$ cat config.mk
export PLATFORM = sky130hd
export DESIGN_NAME = keyed_record_table
export DESIGN_NICKNAME = d
export VERILOG_FILES = /design/src/rtl/core/krt_pkg.sv /design/src/rtl/core/krt_cell.sv /design/src/rtl/core/krt_ctrl.sv /design/src/rtl/core/keyed_record_table.sv
export SDC_FILE = /design/constraint.sdc
export NUM_CORES = 2
export LEC_CHECK = 0
export BUFFER_PORTS_ARGS = -buffer_cell sky130_fd_sc_hd__buf_2
export CAP_MARGIN = 20
export CORE_AREA = 2 2 320 480
export CTS_BUF_LIST = sky130_fd_sc_hd__clkbuf_4 sky130_fd_sc_hd__clkbuf_8
export DETAILED_ROUTE_END_ITERATION = 8
export DIE_AREA = 0 0 322 482
export PLACE_DENSITY_LB_ADDON = 0.05
export SLEW_MARGIN = 10
export SYNTH_ARGS = -nofsm -noshare
export SYNTH_HDL_FRONTEND = slang
export SYNTH_SLANG_ARGS = --single-unit
$ cat constraint.sdc
create_clock -name aclk -period 15.35 [get_ports aclk]
set_clock_uncertainty 0.15 [all_clocks]
set_input_delay 4.605 -clock aclk [delete_from_list [all_inputs] [get_ports aclk]]
set_output_delay 4.605 -clock aclk [all_outputs]
set_load 0.05 [all_outputs]
$ cat src/rtl/core/krt_pkg.sv
`timescale 1ns / 1ps

package krt_pkg;

    localparam int DEPTH = 64;
    localparam int IDX_W = (DEPTH > 1) ? $clog2(DEPTH) : 1;
    localparam int CNT_W = $clog2(DEPTH + 1);

    localparam int ACT_W   = 3;
    localparam int KEY_W   = 16;
    localparam int AGE_W   = 8;
    localparam int MARKS_W = 17;
    localparam int STAT_W  = 3;

    localparam logic [MARKS_W-1:0] MARK_MAX = MARKS_W'(100000);

    localparam logic [ACT_W-1:0] ACT_INSERT = 3'd0;
    localparam logic [ACT_W-1:0] ACT_LOOKUP = 3'd1;
    localparam logic [ACT_W-1:0] ACT_UPDATE = 3'd2;
    localparam logic [ACT_W-1:0] ACT_DELETE = 3'd3;
    localparam logic [ACT_W-1:0] ACT_LIST   = 3'd4;

    localparam logic [STAT_W-1:0] STAT_OK       = 3'd0;
    localparam logic [STAT_W-1:0] STAT_NOTFOUND = 3'd1;
    localparam logic [STAT_W-1:0] STAT_DUP      = 3'd2;
    localparam logic [STAT_W-1:0] STAT_FULL     = 3'd3;
    localparam logic [STAT_W-1:0] STAT_EMPTY    = 3'd4;

    typedef struct packed {
        logic [KEY_W-1:0]   key;
        logic [AGE_W-1:0]   age;
        logic [MARKS_W-1:0] marks;
    } rec_t;

    typedef struct packed {
        logic             ring_en;
        logic             compact_en;
        logic [IDX_W-1:0] del_idx;
    } ring_ctl_t;

    typedef enum logic [1:0] {
        ST_IDLE,
        ST_SCAN,
        ST_SHIFT,
        ST_RESP
    } state_t;

endpackage

$ cat src/rtl/core/krt_cell.sv
`timescale 1ns / 1ps

module krt_cell (
    input  logic                    aclk,
    input  logic [krt_pkg::IDX_W-1:0] cell_idx,
    input  krt_pkg::ring_ctl_t      ctl,
    input  krt_pkg::rec_t           nbr_rec,
    output krt_pkg::rec_t           rec
);
    import krt_pkg::*;

    rec_t rec_reg;
    logic load;

    assign load = ctl.ring_en || (ctl.compact_en && (cell_idx >= ctl.del_idx));

    always_ff @(posedge aclk) begin
        if (load) begin
            rec_reg <= nbr_rec;
        end
    end

    assign rec = rec_reg;

endmodule

$ cat src/rtl/core/krt_ctrl.sv
`timescale 1ns / 1ps

module krt_ctrl (
    input  logic                        aclk,
    input  logic                        aresetn,
    input  logic                        s_valid,
    output logic                        s_ready,
    input  logic [krt_pkg::ACT_W-1:0]   s_action,
    input  logic [krt_pkg::KEY_W-1:0]   s_key,
    input  logic [krt_pkg::AGE_W-1:0]   s_age_in,
    input  logic [krt_pkg::MARKS_W-1:0] s_marks_in,
    output logic                        m_valid,
    input  logic                        m_ready,
    output logic [krt_pkg::STAT_W-1:0]  m_status,
    output logic [krt_pkg::KEY_W-1:0]   m_key_out,
    output logic [krt_pkg::AGE_W-1:0]   m_age_out,
    output logic [krt_pkg::MARKS_W-1:0] m_marks_out,
    output logic [krt_pkg::CNT_W-1:0]   m_entries,
    output logic                        m_last,
    input  krt_pkg::rec_t               head_rec,
    output krt_pkg::rec_t               tail_rec,
    output krt_pkg::ring_ctl_t          ring_ctl
);
    import krt_pkg::*;

    state_t              state_reg, state_next;
    logic [ACT_W-1:0]    act_reg;
    rec_t                req_reg;
    rec_t                cap_reg;
    logic [IDX_W-1:0]    p_reg;
    logic [IDX_W-1:0]    idx_reg;
    logic                hit_reg;
    logic                full_reg;
    logic [CNT_W-1:0]    fill_reg, fill_next;

    logic                m_valid_reg;
    logic [STAT_W-1:0]   out_status_reg;
    rec_t                out_rec_reg;
    logic [CNT_W-1:0]    out_entries_reg;
    logic                out_last_reg;

    logic                accept;
    logic                slot_free;
    logic                in_fill;
    logic                match;
    logic                is_list;
    logic                step_en;
    logic                scan_end;
    logic                insert_here;
    logic                write_new;
    logic                load_list;
    logic                load_resp;
    logic [STAT_W-1:0]   resp_status;
    rec_t                resp_rec;
    rec_t                req_in;
    logic [MARKS_W-1:0]  marks_sat;

    assign marks_sat   = (s_marks_in > MARK_MAX) ? MARK_MAX : s_marks_in;
    assign req_in      = '{key: s_key, age: s_age_in, marks: marks_sat};
    assign accept      = s_valid && s_ready;
    assign slot_free   = !m_valid_reg || m_ready;
    assign in_fill     = CNT_W'(p_reg) < fill_reg;
    assign match       = in_fill && (head_rec.key == req_reg.key);
    assign is_list     = (act_reg == ACT_LIST);
    assign scan_end    = step_en && (p_reg == IDX_W'(DEPTH - 1));
    assign insert_here = (act_reg == ACT_INSERT) && (CNT_W'(p_reg) == fill_reg) && !hit_reg;
    assign write_new   = ((act_reg == ACT_UPDATE) && match) || insert_here;
    assign tail_rec    = write_new ? req_reg : head_rec;

    always_comb begin
        state_next = state_reg;
        case (state_reg)
            ST_IDLE: begin
                if (s_valid) begin
                    if ((s_action == ACT_INSERT) && (fill_reg == CNT_W'(DEPTH))) begin
                        state_next = ST_RESP;
                    end else if ((s_action == ACT_LIST) && (fill_reg == '0)) begin
                        state_next = ST_RESP;
                    end else if (s_action inside {ACT_INSERT, ACT_LOOKUP, ACT_UPDATE,
                                                  ACT_DELETE, ACT_LIST}) begin
                        state_next = ST_SCAN;
                    end
                end
            end
            ST_SCAN: begin
                if (scan_end) begin
                    if (is_list) begin
                        state_next = ST_IDLE;
                    end else if ((act_reg == ACT_DELETE) && (hit_reg || match)) begin
                        state_next = ST_SHIFT;
                    end else begin
                        state_next = ST_RESP;
                    end
                end
            end
            ST_SHIFT: begin
                state_next = ST_RESP;
            end
            ST_RESP: begin
                if (slot_free) begin
                    state_next = ST_IDLE;
                end
            end
            default: begin
                state_next = ST_IDLE;
            end
        endcase
    end

    always_comb begin
        s_ready             = (state_reg == ST_IDLE);
        step_en             = (state_reg == ST_SCAN) && (!(is_list && in_fill) || slot_free);
        load_list           = step_en && is_list && in_fill;
        load_resp           = (state_reg == ST_RESP) && slot_free;
        ring_ctl.ring_en    = step_en;
        ring_ctl.compact_en = (state_reg == ST_SHIFT);
        ring_ctl.del_idx    = idx_reg;
    end

    always_comb begin
        resp_status = STAT_NOTFOUND;
        resp_rec    = '{key: req_reg.key, age: '0, marks: '0};
        case (act_reg)
            ACT_INSERT: begin
                if (full_reg) begin
                    resp_status = STAT_FULL;
                end else if (hit_reg) begin
                    resp_status = STAT_DUP;
                end else begin
                    resp_status = STAT_OK;
                    resp_rec    = req_reg;
                end
            end
            ACT_LOOKUP, ACT_DELETE: begin
                if (hit_reg) begin
                    resp_status = STAT_OK;
                    resp_rec    = cap_reg;
                end
            end
            ACT_UPDATE: begin
                if (hit_reg) begin
                    resp_status = STAT_OK;
                    resp_rec    = req_reg;
                end
            end
            ACT_LIST: begin
                resp_status = STAT_EMPTY;
                resp_rec    = '0;
            end
            default: begin
                resp_status = STAT_NOTFOUND;
            end
        endcase
    end

    always_comb begin
        fill_next = fill_reg;
        if (scan_end && (act_reg == ACT_INSERT) && !(hit_reg || match)) begin
            fill_next = fill_reg + CNT_W'(1);
        end else if (state_reg == ST_SHIFT) begin
            fill_next = fill_reg - CNT_W'(1);
        end
    end

    always_ff @(posedge aclk) begin
        if (!aresetn) begin
            state_reg   <= ST_IDLE;
            fill_reg    <= '0;
            m_valid_reg <= 1'b0;
        end else begin
            state_reg <= state_next;
            fill_reg  <= fill_next;
            if (load_list || load_resp) begin
                m_valid_reg <= 1'b1;
            end else if (m_ready) begin
                m_valid_reg <= 1'b0;
            end
        end
    end

    always_ff @(posedge aclk) begin
        if (accept) begin
            act_reg  <= s_action;
            req_reg  <= req_in;
            p_reg    <= '0;
            hit_reg  <= 1'b0;
            full_reg <= (fill_reg == CNT_W'(DEPTH));
        end else if (step_en) begin
            p_reg <= p_reg + IDX_W'(1);
            if (match && !hit_reg) begin
                hit_reg <= 1'b1;
                cap_reg <= head_rec;
                idx_reg <= p_reg;
            end
        end
        if (load_list) begin
            out_status_reg  <= STAT_OK;
            out_rec_reg     <= head_rec;
            out_entries_reg <= fill_reg;
            out_last_reg    <= (CNT_W'(p_reg) + CNT_W'(1)) == fill_reg;
        end else if (load_resp) begin
            out_status_reg  <= resp_status;
            out_rec_reg     <= resp_rec;
            out_entries_reg <= fill_reg;
            out_last_reg    <= 1'b1;
        end
    end

    assign m_valid     = m_valid_reg;
    assign m_status    = out_status_reg;
    assign m_key_out   = out_rec_reg.key;
    assign m_age_out   = out_rec_reg.age;
    assign m_marks_out = out_rec_reg.marks;
    assign m_entries   = out_entries_reg;
    assign m_last      = out_last_reg;

endmodule

$ cat src/rtl/core/keyed_record_table.sv
`timescale 1ns / 1ps
// Keyed record table holding up to DEPTH records in insertion order.
// Requests enter on the s_ channel (valid/ready) with an action, a key, an
// age and a mark; results leave on the m_ channel (valid/ready), and m_last
// flags the final result of a request. Actions 5 to 7 are dropped silently.
// The records sit in a ring of cells that rotates one place per cycle while
// a request is worked on; the controller compares and edits the record at
// the head, so each request that scans walks the whole ring once.
// Insert, lookup and update scan the ring and then load the result; a delete
// that finds its key first closes the gap. Insert into a full table and
// list of an empty table skip the scan and load their result directly. List
// emits one item per held record as the ring passes, then rotates the rest.
// One request is in flight at a time; a new request is taken only when the
// controller is idle again. A stalled receiver holds the output register;
// during a list the ring stops until the item is taken.
// Synchronous active-low reset empties the table (record count zero) and
// drops any pending result; the record storage itself is not cleared.
module keyed_record_table (
    input  logic                        aclk,
    input  logic                        aresetn,
    input  logic                        s_valid,
    output logic                        s_ready,
    input  logic [krt_pkg::ACT_W-1:0]   s_action,
    input  logic [krt_pkg::KEY_W-1:0]   s_key,
    input  logic [krt_pkg::AGE_W-1:0]   s_age_in,
    input  logic [krt_pkg::MARKS_W-1:0] s_marks_in,
    output logic                        m_valid,
    input  logic                        m_ready,
    output logic [krt_pkg::STAT_W-1:0]  m_status,
    output logic [krt_pkg::KEY_W-1:0]   m_key_out,
    output logic [krt_pkg::AGE_W-1:0]   m_age_out,
    output logic [krt_pkg::MARKS_W-1:0] m_marks_out,
    output logic [krt_pkg::CNT_W-1:0]   m_entries,
    output logic                        m_last
);
    import krt_pkg::*;

    rec_t      cell_rec [DEPTH];
    rec_t      tail_rec;
    ring_ctl_t ring_ctl;

    krt_ctrl u_ctrl (
        .aclk        (aclk),
        .aresetn     (aresetn),
        .s_valid     (s_valid),
        .s_ready     (s_ready),
        .s_action    (s_action),
        .s_key       (s_key),
        .s_age_in    (s_age_in),
        .s_marks_in  (s_marks_in),
        .m_valid     (m_valid),
        .m_ready     (m_ready),
        .m_status    (m_status),
        .m_key_out   (m_key_out),
        .m_age_out   (m_age_out),
        .m_marks_out (m_marks_out),
        .m_entries   (m_entries),
        .m_last      (m_last),
        .head_rec    (cell_rec[0]),
        .tail_rec    (tail_rec),
        .ring_ctl    (ring_ctl)
    );

    for (genvar i = 0; i < DEPTH; i++) begin : g_cell
        rec_t nbr;
        if (i == DEPTH - 1) begin : g_tail
            assign nbr = tail_rec;
        end else begin : g_body
            assign nbr = cell_rec[i + 1];
        end
        krt_cell u_cell (
            .aclk     (aclk),
            .cell_idx (IDX_W'(i)),
            .ctl      (ring_ctl),
            .nbr_rec  (nbr),
            .rec      (cell_rec[i])
        );
    end

endmodule

==> impl_results.md <==
* Status: completed
* CTS Hold Bufs at 0
* Slew Viols, Final at 0
* Sequential cell area fraction in the yosys report at 0.957
* Row count at 175
* Final ANT Viol Nets at 0
* Number of buffers added on ports at 101
* Detail Placement HPWL at 93000 um
* Final period utilization at 0.455
* Critical Path AT at 7360 ps
* Cell count after placement at 5421
* Post_cts resized at 0
* DR vias at 32900
* Critical path endpoint category: flop
* Clock sinks at 2785
* Final WL at 151000 um
* Fmax at 0.143 GHz
* Gr ovfl total at 0
* Setup bufs post-CTS at 0
* Worst skew pair latency at 1010 ps
* Area growth, synth to finish at 13.0%
* Max-Cap Viols at 0
* I/O pins at 102
* Drt first pass iters at 6
* Worst-margin pin slew at 1070 ps
* Post-Place Worst Slack at 7310 ps
* Post-layout minimum cycle time at 6980 ps
* Clk buf depth at 4
* Fillers at 9692
* Critical path launch point type: input port
* Share of post-route cells with drive strength above 1 at 0.205
* Antenna violations before repair at 5
* Class of the worst hold path: reg2reg
* Worst IR drop on VDD at 0.122 mV
* Final Hold Viols at 0
* Largest net degree at the start of global routing at 53
* CTS tree: done
* Initial Util at 0.577
* Worst-path clk slew at 60 ps
* Root Driver: clkbuf_8
* Post-synth ARST share at 0
* Die Wd at 322 um
* Pwr Total at 20.0 mW
* Leak at 33.2 nW
* Worst hold path depth at 0
* First-pass GRT wire length at 218000 um
* Final nets at 3936
* RePlAce Congestion at 0.864
* Detailed Route Iter0 Violations at 2972
* Register bit total from synthesis at 2785
* Ys Warns at 0
* Setup violators final at 0
* Critical Path RT at 15720 ps
* Synth Instances at 3349
* Layout Cells excl Fill at 6099
* Worst r2r path cells at 8
* Number of synthesized flops with an enable pin at 2765
* Post-synthesis area per instance at 26.0 um^2
* Area leader, netlist: edfxtp_1
* Cell area after synthesis at 0.0872 mm^2
* PwrDens at 203 mW/mm^2
* Drt drc at 0
* Mapped Nets at 3411
* Vias/cell at 5.40
* Unique masters post-synth at 62
* Crit Path Class: in2reg
* Top cell type's share of synthesized area at 0.953
* Critical path peak fanout at 41
* Number of global-route vias before repair at 33700
* Die Footprint at 0.155 mm^2
* Top cells by area, synth: edfxtp_1 (95%), mux2_2 (0.48%), a222oi_1 (0.47%)
* Number of buffers created by CTS at 390
* Routed wire per std cell at 24.8 um
* Worst slew margin at 0.285
* Die Ht at 482 um
* Primary FF master, synth: edfxtp_1
* List of most frequent post-synthesis cells: edfxtp_1 (2765), inv_1 (64), nand2_1 (54), o21ai_0 (54), a222oi_1 (41)
* Max FFs per register at 2624
* Count leader, synth: edfxtp_1
* Setup ws final at 8370 ps
* Smallest hold slack at 240 ps
* TNS Setup at 0 ps
* Htree depth at 5
* Core Box Area at 0.151 mm^2
* GRT Util Overall at 0.197
* RSZ-0062 raised after global routing: false
## per-layer routing
layer	share of wire	GRT usage	up-vias
met1	0.40	0.255	17100
li1	-	-	14600
met4	0.028	0.0678	2
met5	0.000086	0	-
met3	0.053	0.0436	256
met2	0.52	0.335	978
## stage by stage
stage / cell area, um^2 / utilization
3_5_place_dp: 91000 / 0.603
3_3_place_gp: 90700 / 0.600
2_1_floorplan: 87200 / -
4_1_cts: 98300 / 0.651
5_1_grt: 98500 / 0.652
6_report: 98500 / 0.652
## power by group
part / switching, mW / internal, mW
logic: 1.32 / 0.315
clock network: 2.55 / 2.86
registers: 1.00 / 11.9
## layout by cell type, fill, tap and decap left out, drive strengths merged, types with 13 or more instances in the layout
cell	instances
a21oi	31
a222oi	41
a22o	25
buf	181
clkbuf	508
clkinv	142
dfxtp	20
edfxtp	2765
ha	13
inv	68
mux2	41
nand2	54
nand3	15
nor2	34
o21ai	55
xnor2	26
## worst paths after layout
| path | from | to | slack (ps) |
|---|---|---|---|
| hold / removal | g_cell[21].u_cell.rec[13] | g_cell[20].u_cell.rec[13] | 240 |
| setup / recovery | m_ready | g_cell[5].u_cell.rec[13] | 8370 |
| hold reg to reg | g_cell[21].u_cell.rec[13] | g_cell[20].u_cell.rec[13] | 240 |
| setup reg to reg | u_ctrl.fill_reg[2] | g_cell[5].u_cell.rec[13] | 11210 |
## cell type report
| class | count | area, um^2 | share of cell area |
|---|---|---|---|
| antenna | 2 | 5.00 | 0.0000508 |
| clock buffer | 508 | 6310 | 0.0641 |
| clock inverter | 160 | 985 | 0.0100 |
| inverter | 64 | 240 | 0.00244 |
| multi-input combinational | 452 | 3690 | 0.0374 |
| sequential | 2785 | 83400 | 0.847 |
| tap | 1947 | 2440 | 0.0247 |
| timing repair buffer | 181 | 1410 | 0.0144 |
## critical path, stage by stage
cell and delay (ps):
buf_2 120, nand2b_1 300, o41ai_4 440, buf_4 470
buf_4 600, nand2_2 750
## cells by family (layout without fill, tap and decap cells)
logic type / Yosys count / after routing / synth area share
flip-flops: 2785 / 2785 / 0.957
multiplexers: 42 / 42 / 0.00541
adder cells (fa/ha/maj): 14 / 14 / 0.00210
buffers and inverters: 112 / 913 / 0.00583
AO/OA/AOI/OAI: 189 / 189 / 0.0159
AND/OR/NAND/NOR: 177 / 177 / 0.0106
XOR/XNOR: 30 / 30 / 0.00301
other: 0 / 2 / 0
(Power assumes the default switching activity.)
